--- config.mk ---
export PLATFORM = sky130hd
export DESIGN_NAME = supervisor_csr_and_trap_unit
export DESIGN_NICKNAME = d
export VERILOG_FILES = /design/src/hw/rtl/sctu_pkg.sv /design/src/hw/rtl/sctu_decode.sv /design/src/hw/rtl/sctu_queue.sv /design/src/hw/rtl/sctu_exec.sv /design/src/hw/rtl/supervisor_csr_and_trap_unit.sv
export SDC_FILE = /design/constraint.sdc
export NUM_CORES = 2
export LEC_CHECK = 0
export BUFFER_PORTS_ARGS = -buffer_cell sky130_fd_sc_hd__clkbuf_2
export CAP_MARGIN = 20
export CORE_MARGIN = 2
export CORE_UTILIZATION = 35
export DETAILED_ROUTE_END_ITERATION = 10
export PLACE_DENSITY_LB_ADDON = 0.05
export SKIP_CTS_REPAIR_TIMING = 1
export SLEW_MARGIN = 20
export SYNTH_ARGS = -nofsm -noshare
export SYNTH_HDL_FRONTEND = slang
export SYNTH_SLANG_ARGS = --single-unit
--- constraint.sdc ---
create_clock -name clk -period 19.2 [get_ports clk]
set_input_delay 1.92 -clock clk [delete_from_list [all_inputs] [get_ports clk]]
set_output_delay 1.92 -clock clk [all_outputs]
set_load 0.01 [all_outputs]
--- src/hw/rtl/sctu_pkg.sv ---
// Package for the supervisor CSR and trap unit.
// Holds payload structs, decode classes, status codes and CSR constants.
// No dependencies.
package sctu_pkg;

	localparam int unsigned XLEN = 64;

	// Status codes returned with each result
	localparam logic [2:0] ST_OK        = 3'd0;
	localparam logic [2:0] ST_NOT_SYS   = 3'd1;
	localparam logic [2:0] ST_BAD_PRIV  = 3'd2;
	localparam logic [2:0] ST_BAD_CSROP = 3'd3;
	localparam logic [2:0] ST_NO_CSR    = 3'd4;

	// Item classes handed from the decoder to the executor
	localparam logic [2:0] KIND_ERR    = 3'd0;
	localparam logic [2:0] KIND_TRAP   = 3'd1;
	localparam logic [2:0] KIND_SFENCE = 3'd2;
	localparam logic [2:0] KIND_WFI    = 3'd3;
	localparam logic [2:0] KIND_SRET   = 3'd4;
	localparam logic [2:0] KIND_CSR    = 3'd5;

	// CSR operations (funct3 low bits)
	localparam logic [1:0] OP_SWAP    = 2'd1;
	localparam logic [1:0] OP_SETBITS = 2'd2;
	localparam logic [1:0] OP_CLRBITS = 2'd3;

	localparam logic [6:0]  SYS_OPCODE    = 7'h73;
	localparam logic [6:0]  F7_SFENCE     = 7'h09;
	localparam logic [6:0]  F7_PRIV       = 7'h08;
	localparam logic [4:0]  RS2_WFI       = 5'd5;
	localparam logic [4:0]  RS2_SUP_RET   = 5'd2;

	localparam logic [11:0] CSRN_SSTATUS  = 12'h100;
	localparam logic [11:0] CSRN_SIE      = 12'h104;
	localparam logic [11:0] CSRN_STVEC    = 12'h105;
	localparam logic [11:0] CSRN_SSCRATCH = 12'h140;
	localparam logic [11:0] CSRN_SEPC     = 12'h141;
	localparam logic [11:0] CSRN_SCAUSE   = 12'h142;
	localparam logic [11:0] CSRN_STVAL    = 12'h143;
	localparam logic [11:0] CSRN_SIP      = 12'h144;
	localparam logic [11:0] CSRN_SATP     = 12'h180;

	localparam int unsigned SIE_BIT  = 1;
	localparam int unsigned SPIE_BIT = 5;
	localparam int unsigned SPP_BIT  = 8;

	localparam logic [63:0] STATUS_RESET    = 64'h8000_0000_0001_E000;
	localparam logic [63:0] SATP_ASID_MASK  = 64'h0FFF_F000_0000_0000;
	localparam logic [63:0] STATUS_MASK_RST = 64'h0000_0000_000C_0122;
	localparam logic [63:0] INTR_MASK_RST   = 64'h0000_0000_0000_0222;
	localparam logic [3:0]  ATP_MODE_OFF     = 4'd0;
	localparam logic [3:0]  ATP_MODE_PAGED39 = 4'd8;

	// Configuration register indexes
	localparam logic CFG_STATUS_MASK = 1'b0;
	localparam logic CFG_INTR_MASK   = 1'b1;

	typedef enum logic [3:0] {
		SEL_SSTATUS,
		SEL_SIE,
		SEL_STVEC,
		SEL_SSCRATCH,
		SEL_SEPC,
		SEL_SCAUSE,
		SEL_STVAL,
		SEL_SIP,
		SEL_SATP
	} csr_sel_t;

	typedef struct packed {
		logic        command;
		logic [31:0] instruction;
		logic [63:0] source_value;
		logic [63:0] current_pc;
		logic [63:0] trap_cause;
		logic [63:0] trap_value;
	} in_item_t;

	typedef struct packed {
		logic [63:0] next_pc;
		logic        rd_write;
		logic [4:0]  rd_index;
		logic [63:0] rd_value;
		logic        flush_vm;
		logic        user_mode;
		logic [2:0]  status;
	} out_item_t;

	typedef struct packed {
		logic [2:0]  kind;
		logic [2:0]  status;
		csr_sel_t    csr;
		logic [1:0]  op;
		logic        wr;
		logic [4:0]  rd;
		logic [63:0] wval;
		logic [63:0] pc;
		logic [63:0] pc4;
		logic [63:0] cause;
		logic [63:0] tval;
	} dec_item_t;

endpackage

--- src/hw/rtl/sctu_decode.sv ---
// Front end of the CSR unit: classifies one incoming item.
// Depends on sctu_pkg.
module sctu_decode (
	input  sctu_pkg::in_item_t  item,
	output sctu_pkg::dec_item_t dec
);
	import sctu_pkg::*;

	logic [6:0]  opc;
	logic [4:0]  rd;
	logic [2:0]  f3;
	logic [4:0]  rs1;
	logic [4:0]  rs2;
	logic [6:0]  f7;
	logic [11:0] num;
	logic        csr_ok;
	csr_sel_t    sel;

	assign opc = item.instruction[6:0];
	assign rd  = item.instruction[11:7];
	assign f3  = item.instruction[14:12];
	assign rs1 = item.instruction[19:15];
	assign rs2 = item.instruction[24:20];
	assign f7  = item.instruction[31:25];
	assign num = item.instruction[31:20];

	always_comb begin
		csr_ok = 1'b1;
		sel    = SEL_SSTATUS;
		unique case (num)
			CSRN_SSTATUS:  sel = SEL_SSTATUS;
			CSRN_SIE:      sel = SEL_SIE;
			CSRN_STVEC:    sel = SEL_STVEC;
			CSRN_SSCRATCH: sel = SEL_SSCRATCH;
			CSRN_SEPC:     sel = SEL_SEPC;
			CSRN_SCAUSE:   sel = SEL_SCAUSE;
			CSRN_STVAL:    sel = SEL_STVAL;
			CSRN_SIP:      sel = SEL_SIP;
			CSRN_SATP:     sel = SEL_SATP;
			default:       csr_ok = 1'b0;
		endcase
	end

	always_comb begin
		dec.kind   = KIND_ERR;
		dec.status = ST_OK;
		dec.csr    = sel;
		dec.op     = f3[1:0];
		dec.wr     = (rs1 != 5'd0);
		dec.rd     = rd;
		dec.wval   = f3[2] ? {59'd0, rs1} : ((rs1 == 5'd0) ? 64'd0 : item.source_value);
		dec.pc     = item.current_pc;
		dec.pc4    = item.current_pc + 64'd4;
		dec.cause  = item.trap_cause;
		dec.tval   = item.trap_value;
		priority if (item.command) begin
			dec.kind = KIND_TRAP;
		end else if (opc != SYS_OPCODE) begin
			dec.status = ST_NOT_SYS;
		end else if (f3 == 3'd0) begin
			priority if (f7 == F7_SFENCE && rd == 5'd0) begin
				dec.kind = KIND_SFENCE;
			end else if (f7 == F7_PRIV && rs2 == RS2_WFI && rs1 == 5'd0 && rd == 5'd0) begin
				dec.kind = KIND_WFI;
			end else if (f7 == F7_PRIV && rs2 == RS2_SUP_RET && rs1 == 5'd0
					&& rd == 5'd0) begin
				dec.kind = KIND_SRET;
			end else begin
				dec.status = ST_BAD_PRIV;
			end
		end else if (f3[1:0] == 2'd0) begin
			dec.status = ST_BAD_CSROP;
		end else if (!csr_ok) begin
			dec.status = ST_NO_CSR;
		end else begin
			dec.kind = KIND_CSR;
		end
	end

endmodule

--- src/hw/rtl/sctu_queue.sv ---
// Two-entry queue between the decoder and the executor.
// Depends on nothing; width set by parameter.
module sctu_queue #(
	parameter int unsigned WIDTH = 8
) (
	input  logic             clk,
	input  logic             arst_n,
	input  logic             push,
	input  logic [WIDTH-1:0] push_data,
	output logic             full,
	input  logic             pop,
	output logic             nonempty,
	output logic [WIDTH-1:0] pop_data
);

	logic [WIDTH-1:0] mem_q [2];
	logic             wr_ptr_q;
	logic             rd_ptr_q;
	logic [1:0]       count_q;

	assign full     = (count_q == 2'd2);
	assign nonempty = (count_q != 2'd0);
	assign pop_data = mem_q[rd_ptr_q];

	always_ff @(posedge clk) begin
		if (push) begin
			mem_q[wr_ptr_q] <= push_data;
		end
	end

	always_ff @(posedge clk or negedge arst_n) begin
		if (!arst_n) begin
			wr_ptr_q <= 1'b0;
			rd_ptr_q <= 1'b0;
			count_q  <= 2'd0;
		end else begin
			if (push) begin
				wr_ptr_q <= ~wr_ptr_q;
			end
			if (pop) begin
				rd_ptr_q <= ~rd_ptr_q;
			end
			count_q <= count_q + {1'b0, push} - {1'b0, pop};
		end
	end

`ifndef SYNTH
	a_no_overflow: assert property (@(posedge clk) disable iff (!arst_n)
		count_q != 2'd3)
		else $error("queue count out of range");
	a_no_underflow: assert property (@(posedge clk) disable iff (!arst_n)
		pop |-> nonempty)
		else $error("queue popped while empty");
`endif

endmodule

--- src/hw/rtl/sctu_exec.sv ---
// Back end of the CSR unit: CSR state, privilege, trap entry and result register.
// Depends on sctu_pkg.
module sctu_exec (
	input  logic                clk,
	input  logic                arst_n,
	input  logic                cfg_write_en,
	input  logic                cfg_index,
	input  logic [63:0]         cfg_wdata,
	input  logic                item_valid,
	input  sctu_pkg::dec_item_t item,
	output logic                item_pop,
	output logic                out_valid,
	input  logic                out_ready,
	output sctu_pkg::out_item_t out_data
);
	import sctu_pkg::*;

	logic [63:0] smask_q, imask_q;
	logic        user_q;
	logic [63:0] sscratch_q, stvec_q, sepc_q, scause_q, stval_q;
	logic [63:0] sstatus_q, sie_q, sip_q, satp_q;

	logic        user_d;
	logic [63:0] sscratch_d, stvec_d, sepc_d, scause_d, stval_d;
	logic [63:0] sstatus_d, sie_d, sip_d, satp_d;

	logic [63:0] old, newv, base;
	logic        do_write;
	logic        out_valid_q;
	out_item_t   out_q, res;

	assign item_pop  = item_valid && (!out_valid_q || out_ready);
	assign out_valid = out_valid_q;
	assign out_data  = out_q;
	assign base      = {stvec_q[63:2], 2'b00};

	always_comb begin
		unique case (item.csr)
			SEL_SSTATUS:  old = sstatus_q;
			SEL_SIE:      old = sie_q;
			SEL_STVEC:    old = stvec_q;
			SEL_SSCRATCH: old = sscratch_q;
			SEL_SEPC:     old = sepc_q;
			SEL_SCAUSE:   old = scause_q;
			SEL_STVAL:    old = stval_q;
			SEL_SIP:      old = sip_q;
			SEL_SATP:     old = satp_q;
			default:      old = 64'd0;
		endcase
		unique case (item.op)
			OP_SETBITS: newv = old | item.wval;
			OP_CLRBITS: newv = old & ~item.wval;
			default:    newv = item.wval;
		endcase
		do_write = (item.op == OP_SWAP) || item.wr;
	end

	always_comb begin
		user_d     = user_q;
		sscratch_d = sscratch_q;
		stvec_d    = stvec_q;
		sepc_d     = sepc_q;
		scause_d   = scause_q;
		stval_d    = stval_q;
		sstatus_d  = sstatus_q;
		sie_d      = sie_q;
		sip_d      = sip_q;
		satp_d     = satp_q;
		res.next_pc  = item.pc;
		res.rd_write = 1'b0;
		res.rd_index = 5'd0;
		res.rd_value = 64'd0;
		res.flush_vm = 1'b0;
		res.status   = item.status;
		unique case (item.kind)
			KIND_TRAP: begin
				sepc_d   = item.pc;
				scause_d = item.cause;
				stval_d  = item.tval;
				sstatus_d[SPP_BIT]  = ~user_q;
				sstatus_d[SPIE_BIT] = sstatus_q[SIE_BIT];
				sstatus_d[SIE_BIT]  = 1'b0;
				user_d = 1'b0;
				if (stvec_q[1:0] == 2'b01 && item.cause[63]) begin
					res.next_pc = base + {item.cause[61:0], 2'b00};
				end else begin
					res.next_pc = base;
				end
				res.flush_vm = 1'b1;
			end
			KIND_SFENCE: begin
				res.flush_vm = 1'b1;
				res.next_pc  = item.pc4;
			end
			KIND_WFI: begin
				res.next_pc = item.pc4;
			end
			KIND_SRET: begin
				sstatus_d[SIE_BIT]  = sstatus_q[SPIE_BIT];
				sstatus_d[SPIE_BIT] = 1'b1;
				sstatus_d[SPP_BIT]  = 1'b0;
				user_d       = ~sstatus_q[SPP_BIT];
				res.flush_vm = ~sstatus_q[SPP_BIT];
				res.next_pc  = sepc_q;
			end
			KIND_CSR: begin
				if (do_write) begin
					unique case (item.csr)
						SEL_SSTATUS:  sstatus_d = (newv & smask_q) | (sstatus_q & ~smask_q);
						SEL_SIE:      sie_d = (newv & imask_q) | (sie_q & ~imask_q);
						SEL_SIP:      sip_d = (newv & imask_q) | (sip_q & ~imask_q);
						SEL_STVEC:    stvec_d = newv[1] ? {newv[63:2], 2'b00} : newv;
						SEL_SSCRATCH: sscratch_d = newv;
						SEL_SEPC:     sepc_d = newv;
						SEL_SCAUSE:   scause_d = newv;
						SEL_STVAL:    stval_d = newv;
						SEL_SATP: begin
							if (newv[63:60] == ATP_MODE_OFF ||
								newv[63:60] == ATP_MODE_PAGED39) begin
								satp_d       = newv & ~SATP_ASID_MASK;
								res.flush_vm = 1'b1;
							end
						end
						default: ;
					endcase
				end
				res.rd_index = item.rd;
				res.rd_write = (item.rd != 5'd0);
				res.rd_value = (item.rd != 5'd0) ? old : 64'd0;
				res.next_pc  = item.pc4;
			end
			default: ;
		endcase
		res.user_mode = user_d;
	end

	always_ff @(posedge clk or negedge arst_n) begin
		if (!arst_n) begin
			smask_q     <= STATUS_MASK_RST;
			imask_q     <= INTR_MASK_RST;
			user_q      <= 1'b0;
			sscratch_q  <= 64'd0;
			stvec_q     <= 64'd0;
			sepc_q      <= 64'd0;
			scause_q    <= 64'd0;
			stval_q     <= 64'd0;
			sstatus_q   <= STATUS_RESET;
			sie_q       <= 64'd0;
			sip_q       <= 64'd0;
			satp_q      <= 64'd0;
			out_valid_q <= 1'b0;
		end else begin
			if (cfg_write_en) begin
				unique case (cfg_index)
					CFG_STATUS_MASK: smask_q <= cfg_wdata;
					CFG_INTR_MASK:   imask_q <= cfg_wdata;
					default: ;
				endcase
			end
			if (item_pop) begin
				user_q     <= user_d;
				sscratch_q <= sscratch_d;
				stvec_q    <= stvec_d;
				sepc_q     <= sepc_d;
				scause_q   <= scause_d;
				stval_q    <= stval_d;
				sstatus_q  <= sstatus_d;
				sie_q      <= sie_d;
				sip_q      <= sip_d;
				satp_q     <= satp_d;
				out_valid_q <= 1'b1;
			end else if (out_ready) begin
				out_valid_q <= 1'b0;
			end
		end
	end

	always_ff @(posedge clk) begin
		if (item_pop) begin
			out_q <= res;
		end
	end

`ifndef SYNTH
	a_trap_to_super: assert property (@(posedge clk) disable iff (!arst_n)
		item_pop && item.kind == KIND_TRAP |=> !user_q && out_q.flush_vm)
		else $error("trap entry did not land in supervisor mode");
	a_satp_mode: assert property (@(posedge clk) disable iff (!arst_n)
		satp_q[63:60] == ATP_MODE_OFF || satp_q[63:60] == ATP_MODE_PAGED39)
		else $error("satp holds an unsupported mode");
	a_stvec_warl: assert property (@(posedge clk) disable iff (!arst_n)
		!stvec_q[1])
		else $error("stvec holds a reserved mode");
`endif

endmodule

--- src/hw/rtl/supervisor_csr_and_trap_unit.sv ---
// Top level of the supervisor CSR and trap unit.
// Depends on sctu_pkg, sctu_decode, sctu_queue and sctu_exec.
//
// Usage:
//   Input channel (in_valid/in_ready/in_data) carries one transaction per
//   SYSTEM instruction or trap entry. Output channel (out_valid/out_ready/
//   out_data) returns exactly one result transaction for each input, in order.
//   cfg_write_en/cfg_index/cfg_wdata write the sstatus and sie/sip write
//   masks; write them only while the unit is idle.
//   An accepted transaction is held in the decode queue, and then its result
//   is captured in the result register, which drives out_data.
//   Throughput: one transaction per cycle while out_ready stays high, limited
//   by the CSR read-modify-write in the executor.
//   When the receiver stalls, the result register holds its transaction and
//   the two-entry queue absorbs up to two more before in_ready drops.
//   Reset: all CSRs take their architectural reset values (sstatus with
//   FS, XS and SD set, the rest zero), privilege is supervisor, both write
//   masks return to their defaults and the queue empties.
module supervisor_csr_and_trap_unit (
	input  logic                 clk,
	input  logic                 arst_n,
	input  logic                 cfg_write_en,
	input  logic                 cfg_index,
	input  logic [63:0]          cfg_wdata,
	input  logic                 in_valid,
	output logic                 in_ready,
	input  sctu_pkg::in_item_t   in_data,
	output logic                 out_valid,
	input  logic                 out_ready,
	output sctu_pkg::out_item_t  out_data
);
	import sctu_pkg::*;

	dec_item_t dec;
	dec_item_t head;
	logic      q_full;
	logic      q_nonempty;
	logic      q_pop;

	// Classify the incoming transaction
	sctu_decode u_decode (
		.item (in_data),
		.dec  (dec)
	);

	// Accept whenever the queue has room
	assign in_ready = !q_full;

	sctu_queue #(
		.WIDTH ($bits(dec_item_t))
	) u_queue (
		.clk       (clk),
		.arst_n    (arst_n),
		.push      (in_valid && in_ready),
		.push_data (dec),
		.full      (q_full),
		.pop       (q_pop),
		.nonempty  (q_nonempty),
		.pop_data  (head)
	);

	// Execute the head transaction and hold its result until taken
	sctu_exec u_exec (
		.clk          (clk),
		.arst_n       (arst_n),
		.cfg_write_en (cfg_write_en),
		.cfg_index    (cfg_index),
		.cfg_wdata    (cfg_wdata),
		.item_valid   (q_nonempty),
		.item         (head),
		.item_pop     (q_pop),
		.out_valid    (out_valid),
		.out_ready    (out_ready),
		.out_data     (out_data)
	);

endmodule

==> metrics.yaml <==
holdWs_ns: 0.437
setup_violations: 0
tightest_slew_ns: 1.26
cp-end-kind: "flop"
crit_chain: "buf_4, buf_12, buf_12, buf_4, mux2_2, ha_1, a21oi_1, o21ai_0, a21oi_1, o21ai_0, a31oi_1, o211ai_1, a311oi_1, o21bai_1, xor2_1, a221oi_1, a21oi_1"
ir_drop_mv: 0.0860
p_int_mw: 8.01
crit-reg2reg-launch: "u_queue.rd_ptr_q"
wire_per_inst_um: 30.6
fill_cells: 18091
numCtsBuffers: 171
reg2regPathDepth: 17
period_share_pct: 37.2
ys_ff_latch: 1504
place.gp.congestion: 0.885
required_ns: 19.75
cp_top_family: "compound AO/OA/AOI/OAI gates"
fin_skew_ns: 0.0308
synth_enable_flop_cells: 811
startpoint_type: "flop"
status: "complete, no violations"
path_common_cell: "a21oi_1"
grt_util_all_layers_pct: 26.2
ys_types: 91
r2r_slack_ns: 12.05
synth_ff_type: "edfxtp_1"
crit_cells: 17
dieArea_um2: 195000
vias: 48604
cts_max_path_buffers: 3
min_path_type: "flop to flop"
drcViolationCount: 0
slowest_delay_ns: 0.73
holdPathStages: 1
cts_max_level: 4
min-delay-start: "u_exec.smask_q[14]"
layout-drive-gt1-share_pct: 21.7
io_buffers: 499
first_pass_iters: 8
worstPathArrival_ns: 7.69
synth_top_area_cell: "edfxtp_1"
core-area_um2: 190000
powerDensity_nw_per_um2: 178
synth_seq_area_share_pct: 62.1
num_rows: 160
syn_to_final_growth_pct: 15.7
setup_tns_ns: 0
hpwl_um: 188000
layout.nets: 6345
fin_crit_ns: 7.15
hold_viol_final: 0
switchingPower_mw: 5.85
via_per_inst: 5.67
cts_tree: "yes"
pwr-share-comb_pct: 37.9
final-max-slew-violation-count: 0
critPathBufInv: 4
synth.top_cell.area_share_pct: 36.3
p_leak_nw: 30.8
cts.sinks: 1504
regToRegEndpoint: "u_exec.out_data[128]"
syn_area_per_cell_um2: 12.2
slew_headroom_pct: 15.9
drt_iter0_markers: 5640
max_freq_ghz: 0.140
syn_area_um2: 67100
p_seq_share_pct: 38.9
grt_pass1_vias: 45780
dieHeight_um: 442
cts.reportedPaths.clkPinSlew_ns: 0.06
start_util_pct: 35.3
synthArstFlopShare_pct: 46.1
root_buffer: "clkbuf_16"
yosysWarnings: 0
rsz0062_at_grt: "no"
worstSetupPathType: "flop to flop"
routed_wl_um: 262000
ios: 500
synthTopCellsByArea: "edfxtp_1, dfrtp_1, mux2_2, a21oi_1, mux2i_1"
cp_max_fo: 92
clk_latency_ns: 0.83
antenna_found_initial: 27
grt_pass1_wl_um: 366000
pwr-share-clk_pct: 23.2
synth_cells: 5480
drv_cap: 0
grt_max_degree: 162
swShare_pct: 42.2
cp_slowest_cell: "buf_4"
drt.antenna.violating_nets: 0
syn-num-nets: 5904
die_w_um: 442
grt.overflow.total: 0
[metal layers]
metal  global-route usage, %  up-vias  share of wire [%]  wire length, um
met1                    42.3    24584                 50           131000
met2                    33.4     2109                 38           100000
li1                        -    21623                  -                -
met5                       0        -              0.034               88
met3                    7.33      272                9.3            24400
met4                    6.60       16                2.4             6230
[how the worst max path moves through the flow]
stage                           from                    to  slack (ns)
finish              u_queue.rd_ptr_q  u_exec.out_data[128]       12.05
detailed placement  u_queue.rd_ptr_q  u_exec.out_data[133]       12.06
global route        u_queue.rd_ptr_q  u_exec.out_data[136]       11.71
floorplan                   in_valid   u_queue.mem_q[0][0]        2.24
global placement    u_queue.rd_ptr_q  u_exec.out_data[125]       11.79
CTS                 u_queue.rd_ptr_q  u_exec.out_data[133]       12.02
[placed cells by master, fill, tap and decap left out, types with 19 or more instances in the layout]
master     count
a221oi_1      64
clkbuf_1      54
clkinv_2      25
o21ai_2       82
clkbuf_8      19
a22oi_1      134
a222oi_1      58
nor3_1        29
and2_4        21
o21ai_1      161
a31oi_1      197
mux2i_1      194
and3_1        33
clkbuf_16    177
a21o_1        59
a211oi_1      74
and2_1        76
clkbuf_2     498
ha_1          64
mux2_2       247
nor2b_1       38
dfrtp_1      679
nor2_1       324
xnor2_1       87
nand2_1      494
a21oi_1      474
nand3_1       84
edfxtp_1     811
nand4_1       26
o21ai_0      238
xor2_1        31
buf_4        112
inv_1         30
o31ai_1       70
[stage by stage]
step / util (%) / worst slack, ns / cells / cell area, um2 / total power [mW]
CTS: 40.8 / 12.02 / 8570 / 77700 / 13.8
global placement: 37.9 / 11.79 / 8255 / 72200 / 10.6
finish: 40.8 / 12.05 / 8578 / 77700 / 13.9
detailed placement: 37.9 / 12.06 / 8258 / 72200 / 10.6
floorplan: - / 2.24 / 5480 / 67100 / 8.32
global route: 40.8 / 11.71 / 8572 / 77700 / 14.5
[synth_stat cells, types with 77 or more instances]
cell / instances
and2_1: 77
mux2i_1: 196
a21oi_1: 477
dfrtp_1: 680
mux2_2: 247
nor2_1: 329
edfxtp_1: 811
o21ai_0: 240
o21ai_2: 82
a31oi_1: 197
o21ai_1: 162
clkbuf_1: 154
xnor2_1: 87
nand3_1: 84
nand2_1: 496
a22oi_1: 134
buf_2: 134
[power by group through the flow]
stage	Clock, mW	Sequential [mW]	Combinational, mW
floorplan	0	5.17	3.14
global placement	0	5.39	5.19
detailed placement	0	5.39	5.20
CTS	3.28	5.34	5.22
global route	3.41	5.44	5.66
finish	3.21	5.39	5.26
[area by class of cell]
| cell class | count | area, um2 | area share [%] |
|---|---|---|---|
| diodes | 7 | 17.5 | 0.0225 |
| clock buffers | 250 | 4890 | 6.30 |
| clock inverters | 62 | 538 | 0.693 |
| inverters | 31 | 121 | 0.156 |
| multi-input cells | 3597 | 23800 | 30.7 |
| flip-flops and latches | 1504 | 41700 | 53.7 |
| well taps | 2511 | 3140 | 4.04 |
| repair buffers | 616 | 3430 | 4.41 |
[cells by family (layout without fill, tap and decap cells)]
kind of cell             count (synthesis)  after routing  synth area share (%)
flip-flops                            1504           1504                  62.1
XOR/XNOR                               118            118                  1.54
multiplexers                           445            445                  7.13
adder cells (fa/ha/maj)                 65             65                  1.22
AO/OA/AOI/OAI                         1753           1753                  16.9
AND/OR/NAND/NOR                       1216           1216                  8.33
buffers and inverters                  379            959                  2.70
other                                    0              7                     0
Note: power is estimated with default switching activity, not from simulation.
